$ cat src/rtl/assert_macros.svh
// ---------------------------------------------------------------------------
// assertion helpers shared by the rtl
// ---------------------------------------------------------------------------
`ifndef ASSERT_MACROS_SVH
`define ASSERT_MACROS_SVH

// property must hold at every clock edge outside reset
`define ASSERT_CLK(label, clk, rst_n, prop) \
  label: assert property (@(posedge clk) disable iff (!rst_n) prop) \
    else $error("assertion failed");

// expression must never be true outside reset
`define ASSERT_NEVER(label, clk, rst_n, expr) \
  label: assert property (@(posedge clk) disable iff (!rst_n) !(expr)) \
    else $error("forbidden condition seen");

`endif

$ cat src/rtl/bspf_pkg.sv
// ---------------------------------------------------------------------------
// bspf_pkg
// shared widths, register codes and divider lane types of the filter table
// ---------------------------------------------------------------------------
package bspf_pkg;

  localparam int unsigned IDX_W  = 12;  // entry_index
  localparam int unsigned SIZE_W = 13;  // table_size register
  localparam int unsigned D_W    = 13;  // clamped d = n-1
  localparam int unsigned SQ_W   = 2 * D_W;
  localparam int unsigned CB_W   = 3 * D_W;
  localparam int unsigned W_W    = 45;  // weights, divisors, remainders

  localparam int unsigned NLANE  = 4;
  localparam int unsigned LANE_X = 0;  // i / d
  localparam int unsigned LANE_A = 1;  // w1 / (w0 + w1)
  localparam int unsigned LANE_B = 2;  // w3 / (w2 + w3)
  localparam int unsigned LANE_G = 3;  // (w2 + w3) / 6d^3

  localparam logic               REG_TABLE_SIZE = 1'b0;
  localparam logic [SIZE_W-1:0]  TABLE_SIZE_RST = 13'd128;

  typedef struct packed {
    logic [W_W-1:0] rem;
    logic [W_W-1:0] den;
  } div_lane_t;

  typedef div_lane_t [NLANE-1:0] div_bus_t;

endpackage

$ cat src/rtl/bspf_div_cell.sv
// ---------------------------------------------------------------------------
// bspf_div_cell
// one restoring-division step for all four lanes, registered
// ---------------------------------------------------------------------------
module bspf_div_cell #(
  parameter int unsigned QW = 18
) (
  input  logic                                    clk_i,
  input  logic                                    rst_ni,
  input  logic                                    en_i,
  input  logic                                    v_i,
  input  bspf_pkg::div_bus_t                      bus_i,
  input  logic [bspf_pkg::NLANE-1:0][QW-1:0]      q_i,
  output logic                                    v_o,
  output bspf_pkg::div_bus_t                      bus_o,
  output logic [bspf_pkg::NLANE-1:0][QW-1:0]      q_o
);

  logic                                v_q;
  bspf_pkg::div_bus_t                  bus_d, bus_q;
  logic [bspf_pkg::NLANE-1:0][QW-1:0]  q_d, q_q;
  logic [bspf_pkg::NLANE-1:0]          ge;

  always_comb begin
    for (int l = 0; l < bspf_pkg::NLANE; l++) begin
      ge[l] = bus_i[l].rem >= bus_i[l].den;
      bus_d[l].den = bus_i[l].den;
      // next cell sees the remainder already doubled
      bus_d[l].rem = (ge[l] ? (bus_i[l].rem - bus_i[l].den) : bus_i[l].rem) << 1;
      q_d[l] = {q_i[l][QW-2:0], ge[l]};
    end
  end

  always_ff @(posedge clk_i or negedge rst_ni) begin
    if (!rst_ni) begin
      v_q <= 1'b0;
    end else if (en_i) begin
      v_q <= v_i;
    end
  end

  always_ff @(posedge clk_i) begin
    if (en_i) begin
      bus_q <= bus_d;
      q_q   <= q_d;
    end
  end

  assign v_o   = v_q;
  assign bus_o = bus_q;
  assign q_o   = q_q;

endmodule

$ cat config.mk
export PLATFORM = sky130hd
export DESIGN_NAME = bspf_div_cell
export DESIGN_NICKNAME = d
export VERILOG_FILES = /design/src/rtl/assert_macros.svh /design/src/rtl/bspf_pkg.sv /design/src/rtl/bspf_div_cell.sv
export SDC_FILE = /design/constraint.sdc
export NUM_CORES = 1
export LEC_CHECK = 0
export BUFFER_PORTS_ARGS = -buffer_cell sky130_fd_sc_hd__buf_2
export CAP_MARGIN = 20
export CORE_AREA = 2 2 340 342
export CTS_CLUSTER_SIZE = 40
export DETAILED_ROUTE_END_ITERATION = 10
export DIE_AREA = 0 0 342 344
export GPL_ROUTABILITY_DRIVEN = 0
export PLACE_DENSITY_LB_ADDON = 0.3
export SETUP_SLACK_MARGIN = 0.02
export SYNTH_ARGS = -nofsm -noshare
export SYNTH_HDL_FRONTEND = slang
export SYNTH_SLANG_ARGS = --single-unit
$ cat constraint.sdc
create_clock -name clk_i -period 0.8 [get_ports clk_i]
set_input_delay 0.04 -clock clk_i [delete_from_list [all_inputs] [get_ports clk_i]]
set_output_delay 0.04 -clock clk_i [all_outputs]
set_load 0.01 [all_outputs]
==> impl_metrics.csv, run 1 <==
group,metric,value,unit
setup_path,path_max_fanout,4,
sta,drv_slew,0,
placed_design,io_buffers,860,
sta,hold_viol,9,
final_layout,area_growth,85.9,%
sta,period_share,310,%
yosys,synth_top_area_share,49.8,%
setup_path,slowest_stage,"a2111oi_2",
final_layout,nNetsFinal,5063,
yosys,synth.distinct_cells,85,
yosys,synth_most_common_cell,"edfxtp_1",
setup_path,r2r_end,"v_o",
sta,tns,-507.37,ns
setup_path,timing.critical_path.mode_cell,"buf_4",
final_layout,drive_above_1_share,50.6,%
detailed_routing,drtAntennaViolNets,0,
hold_path,hp-class,"input port to register",
setup_path,reg2reg_depth,1,
global_route,grt.overflow.total,0,
setup_path,crit_arrival,2.85,ns
sta,setup_violations,1038,
die,initial_core_util,22.7,%
clocking,clock_latency,0.62,ns
clocking,htree_num_levels,2,
sta,worst_pin_slew,0.591,ns
yosys,synthTopCellsByCount,"edfxtp_1 (428), inv_1 (229), a21oi_1 (205)",
clocking,clockRootBuffer,"clkbuf_16",
yosys,synth_flop_cell,"edfxtp_1",
outcome,outcome,"complete, but fails checks",
global_route,track_usage,18.3,%
yosys,synth-seq-cells,429,
global_route,grt_max_degree,39,
yosys,synth_top_area_cell,"edfxtp_1",
die,dieHeight,344,µm
hold_path,worstHoldStart,"bus_i[90]",
die,coreArea,114000,µm²
placed_design,dp_hpwl,86.6,mm
global_route,grt_pass1_vias,27600,
clocking,clockBufferDepth,3,
setup_path,end_kind,"register",
sta,rsz0062_at_grt,"true",
detailed_routing,firstDrtPassIters,5,
detailed_routing,wl_per_cell,18.9,µm
yosys,ys_top_cells_by_area,"edfxtp_1 (50%), ha_1 (8.7%), a21oi_1 (4.0%), a21o_1 (3.4%), inv_1 (3.3%)",
yosys,synth_warnings,0,
clocking,cts_tree,"yes",
yosys,async_reset_ff_share,0.233,%
die,rows,124,
yosys,synth_area_per_cell,11.0,µm²
placed_design,pre_cts_slack,-2.41,ns
setup_path,startpoint_type,"input port",
clocking,cts_buffers,50,
yosys,synth-edff-count,428,
yosys,yosysSeqAreaShare,49.9,%
final_layout,n_fill_cell,10900,
setup_path,r2r_start,"v_o",
setup_path,critical_path_class,"input port to register",
sta,skew,0,ns
power_and_ir_drop,p_leak,0.0217,µW
detailed_routing,routed_wl,113,mm
clocking,cts.clk_slew.worst_paths,0.07,ns
detailed_routing,first_iter_violations,1286,
power_and_ir_drop,vdd_drop_max,1.73,mV
sta,fmax,0.403,GHz
setup_path,r2r_slack,0.06,ns
setup_path,path_cells,"buf_8 -> inv_8 -> ha_4 -> nand4_1 -> a2111oi_4 -> o21ai_2 -> a211oi_4 -> buf_4 -> o31ai_2 -> a2111oi_2 -> buf_4 -> nor4_1 -> o41ai_2 -> xnor2_1 -> o21ai_1",
setup_path,crit_required,1.17,ns
yosys,synth_area,25800,µm²
sta,fin_crit,2.48,ns
hold_path,min_path_cells,1,
yosys,synth_cells,2351,
die,pin_count,869,
clocking,cts_sinks,429,
power_and_ir_drop,p_per_area,1720,nW/µm²
run,drv_cap,0,
global_route,antenna_found_initial,23,
global_route,grt_pass1_wl,165,mm
hold_path,whs_endpoint,"bus_o[90]",
setup_path,max_stage_delay,0.36,ns
detailed_routing,avgViaCountPerCell,4.42,
sta,slew_headroom,60.2,%
detailed_routing,dr_total_vias,26600,
detailed_routing,drc,0,
sta,fin_hold_ws,-0.386,ns
die,die_x,342,µm
sta,finalWorstSetupSlack,-1.68,ns
outcome,violations,"negative hold slack, negative setup slack",
die,dieArea,118000,µm²
-- worst max-delay path: cells and delay by family --
kind / cells / cell delay, ns
xor gates and xnor gates: 1 / 0.16
AOI/OAI and AO/OA: 7 / 1.56
and+or+nand+nor: 2 / 0.33
adders and majority gates: 1 / 0.27
buffers and inverters: 4 / 0.49
-- final cells by class --
cell class	instances	area (µm²)	area share, %
Clock inverter	26	318	0.663
Antenna cell	10	25.0	0.0522
Inverter	229	972	2.03
Clock buffer	67	1380	2.87
Tap cell	1512	1890	3.94
Sequential cell	429	12900	26.8
Multi-Input combinational cell	1615	14200	29.5
Timing Repair Buffer	2118	16300	34.1
-- per-layer routing --
| layer | vias up | routed length (µm) | track usage, % |
|---|---|---|---|
| met3 | 154 | 8020 | 4.62 |
| met1 | 12700 | 46900 | 22.2 |
| met2 | 846 | 55400 | 31.9 |
| li1 | 12900 | - | - |
| met4 | 18 | 2980 | 5.64 |
| met5 | - | 111 | 0 |
-- cells by family after synthesis --
logic type / count (synthesis) / share of synthesized area (%)
AOI/OAI and AO/OA: 685 / 17.4
xor gates and xnor gates: 154 / 5.23
other: 1 / 0.0145
muxes: 79 / 3.96
DFF: 429 / 49.9
buffers and inverters: 311 / 5.14
and+or+nand+nor: 508 / 9.36
adders and majority gates: 184 / 9.04
-- sequential cells by signal (all words and copies together) (netlist names) --
name,flops
q_o,72
bus_o,356
v_o,1
-- worst max path at each step --
| stage | startpoint | end | slack (ns) |
|---|---|---|---|
| after floorplan | bus_i[104] | bus_o[174] | -1.94 |
| after global placement | bus_i[45] | bus_o[86] | -2.42 |
| after detailed placement | bus_i[103] | bus_o[172] | -2.41 |
| after CTS | bus_i[271] | bus_o[323] | -1.52 |
| after global routing | bus_i[190] | bus_o[265] | -1.72 |
| final | bus_i[190] | bus_o[265] | -1.68 |
-- stage by stage --
step	hold slack, ns	utilization, %	instance area (µm²)	std cells	power (µW)
after floorplan	-0.256	-	26700	2354	40400
after global placement	-0.185	33.3	38000	5368	52000
after detailed placement	-0.182	33.3	38000	5368	52000
after CTS	-0.460	41.2	46900	5975	81800
after global routing	-0.422	42.1	48000	6002	85900
final	-0.386	42.1	48000	6006	82300
-- where the power goes --
group	internal [µW]	switching, µW	total, µW
Combinational	15400	14100	29500
Sequential	27700	833	28500
Clock	14300	9990	24300
Total	57400	24900	82300
-- layout by cell type (no fill, tap or decap), drive strengths merged, types with 13 or more instances in the layout --
cell type / instances
a211oi: 18
a21o: 116
a21oi: 228
a31oi: 23
and3: 19
buf: 1691
clkbuf: 69
clkinv: 13
dlygate4sd3: 425
edfxtp: 428
ha: 180
inv: 230
mux2: 74
nand2: 140
nand2b: 23
nand3: 39
nand4: 36
nor2: 151
nor2b: 24
nor3: 30
o211ai: 15
o21a: 23
o21ai: 136
o21bai: 30
o31ai: 19
xnor2: 98
xor2: 56
-- timing repair --
action,4_1_cts,5_1_grt
cloned,20,1
gates resized for setup,463,278
pin swaps,97,68
hold buffers,416,9
buffers inserted,81,28
setup endpoints to repair,609,1038
endpoints found under the hold margin,458,18
(Power assumes the default switching activity.)
==> inputs of run 2 (changes only) <==
--- a/config.mk
+++ b/config.mk
@@ -7,13 +7,14 @@
 export LEC_CHECK = 0
 export BUFFER_PORTS_ARGS = -buffer_cell sky130_fd_sc_hd__buf_2
 export CAP_MARGIN = 20
-export CORE_AREA = 2 2 340 342
+export CORE_AREA = 2 2 341 343
 export CTS_CLUSTER_SIZE = 40
 export DETAILED_ROUTE_END_ITERATION = 10
-export DIE_AREA = 0 0 342 344
+export DIE_AREA = 0 0 343 345
 export GPL_ROUTABILITY_DRIVEN = 0
 export PLACE_DENSITY_LB_ADDON = 0.3
 export SETUP_SLACK_MARGIN = 0.02
+export SKIP_LAST_GASP = 1
 export SYNTH_ARGS = -nofsm -noshare
 export SYNTH_HDL_FRONTEND = slang
 export SYNTH_SLANG_ARGS = --single-unit
==> impl_metrics.csv, run 2 (synthesis results as in run 1) <==
group,metric,value,unit
power_and_ir_drop,p_per_area,1710,nW/µm²
die,initial_core_util,22.4,%
sta,tns,-508.36,ns
power_and_ir_drop,p_leak,0.0216,µW
die,pin_count,869,
power_and_ir_drop,seq_power_share,35.0,%
setup_path,slowest_stage,"o41a_1",
final_layout,multi_input_comb_area,14000,µm²
sta,fin_hold_ws,-0.406,ns
clocking,clockBufferDepth,3,
clocking,cts_tree,"yes",
final_layout,seq_area,12900,µm²
setup_path,worst-path-buf-inv,3,
setup_path,end_kind,"register",
setup_path,crit_arrival,2.87,ns
sta,hold_viol,11,
outcome,violations,"negative hold slack, negative setup slack",
sta,period_share,312,%
global_route,track_usage,17.9,%
final_layout,utilization,41.5,%
die,dieArea,118000,µm²
setup_path,path_delay_family,"compound AO/OA/AOI/OAI gates",
global_route,grt_max_degree,33,
sta,skew,0,ns
clocking,clock_latency,0.62,ns
die,dieHeight,345,µm
power_and_ir_drop,switching_share,30.3,%
global_route,grt_pass1_wl,163,mm
sta,rsz0062_at_grt,"true",
setup_path,max_stage_delay,0.38,ns
global_route,grt.overflow.total,0,
power_and_ir_drop,power_frac_clock,29.4,%
setup_path,path_cells,"buf_8 -> clkinvlp_4 -> ha_4 -> buf_6 -> o211a_1 -> o31ai_4 -> a21oi_2 -> o41a_1 -> o211ai_1 -> a21oi_2 -> o31a_1 -> o211ai_1 -> mux2i_1 -> a31oi_1",
final_layout,n_fill_cell,11200,
final_layout,drive_above_1_share,50.6,%
sta,setup_violations,1024,
final_layout,nNetsFinal,5063,
sta,fin_crit,2.50,ns
placed_design,dp_hpwl,84.7,mm
global_route,antenna_found_initial,21,
sta,slew_headroom,60.9,%
detailed_routing,drtAntennaViolNets,0,
sta,drv_slew,0,
power_and_ir_drop,vdd_drop_max,1.87,mV
detailed_routing,routed_wl,111,mm
global_route,grt_pass1_vias,27800,
detailed_routing,firstDrtPassIters,5,
setup_path,startpoint_type,"input port",
placed_design,pre_cts_slack,-2.48,ns
clocking,htree_num_levels,2,
setup_path,crit_required,1.17,ns
outcome,outcome,"complete, but fails checks",
power_and_ir_drop,comb_power_share,35.7,%
setup_path,path_max_fanout,4,
final_layout,final_cell_mix,"buf_2 (770), buf_4 (750), edfxtp_1 (428)",
clocking,cts.clk_slew.worst_paths,0.06,ns
run,drv_cap,0,
setup_path,critical_path_class,"input port to register",
hold_path,hp-class,"input port to register",
final_layout,largest_reg_flops,356,
sta,worst_pin_slew,0.581,ns
placed_design,io_buffers,860,
clocking,cts_sinks,429,
detailed_routing,dr_total_vias,26400,
die,rows,125,
sta,finalWorstSetupSlack,-1.70,ns
clocking,clockRootBuffer,"clkbuf_16",
die,die_x,343,µm
detailed_routing,wl_per_cell,18.4,µm
detailed_routing,drc,0,
clocking,cts_buffers,51,
sta,fmax,0.401,GHz
detailed_routing,first_iter_violations,1325,
die,coreArea,115000,µm²
power_and_ir_drop,p_switching,24700,µW
detailed_routing,avgViaCountPerCell,4.39,
final_layout,area_growth,85.1,%
final_layout,final_common_cell,"buf_2",
power_and_ir_drop,cellInternalPower,56800,µW
run 2: cell types whose count changed in the layout (fill, tap and decap cells not counted), moves of 5 or more:
cell / change
nor2_4: -9
inv_6: -5
nand2_4: +7
buf_2: +8
nor2_2: +13
buf_8: -7
nand2_2: +5
diode_2: +6
o21ai_2: -6
nand2_1: -12
clkbuf_1: -7
run 2: worst paths after layout:
kind / slack, ns / depth (start not counted) / to / startpoint
setup / recovery: -1.70 / 14 / bus_o[268] / bus_i[183]
max in group asynchronous: 0.45 / 3 / v_o / rst_ni
min in group asynchronous: 0.25 / 3 / v_o / rst_ni
setup reg to reg: 0 / 1 / v_o / v_o
hold reg to reg: 0.58 / 1 / v_o / v_o
hold / removal: -0.41 / 1 / bus_o[90] / bus_i[90]
run 2: stage by stage:
stage | area, µm² | power [µW] | instances
4_1_cts | 46800 | 81300 | 5986
6_report | 47800 | 81500 | 6017
2_1_floorplan | 26700 | 40400 | 2354
3_3_place_gp | 38000 | 51900 | 5387
3_5_place_dp | 38000 | 52000 | 5387
5_1_grt | 47800 | 85200 | 6014
run 2: final cells by class:
class	count	share of cell area, %
tap	1524	3.99
multi-input combinational	1614	29.4
sequential	429	27.0
clock buffer	60	2.83
inverter	229	2.00
antenna	16	0.0838
clock inverter	27	0.634
timing repair buffer	2118	34.1
run 2: routing by layer:
metal  vias up  track usage, %  share of wire (%)
met5         -               0              0.037
met4         6            5.66                2.7
met3       147            4.60                7.0
met2       817            31.8                 50
met1     12600            20.8                 40
li1      12900               -                  -
run 2: power by group through the flow:
stage / combinational [µW] / sequential, µW / clock [µW]
global route: 31200 / 28700 / 25300
finish: 29100 / 28500 / 23900
detailed placement: 23100 / 28900 / 0
floorplan: 10300 / 30100 / 0
CTS: 28200 / 28500 / 24600
global placement: 23000 / 28900 / 0
run 2: timing repair:
item | in CTS | in global routing
setup buffers | 81 | 29
hold endpoints to repair | 443 | 18
hold buffers | 414 | 8
setup endpoints to repair | 609 | 1024
pin swaps | 91 | 80
gates resized for setup | 438 | 242
gates cloned | 22 | 0
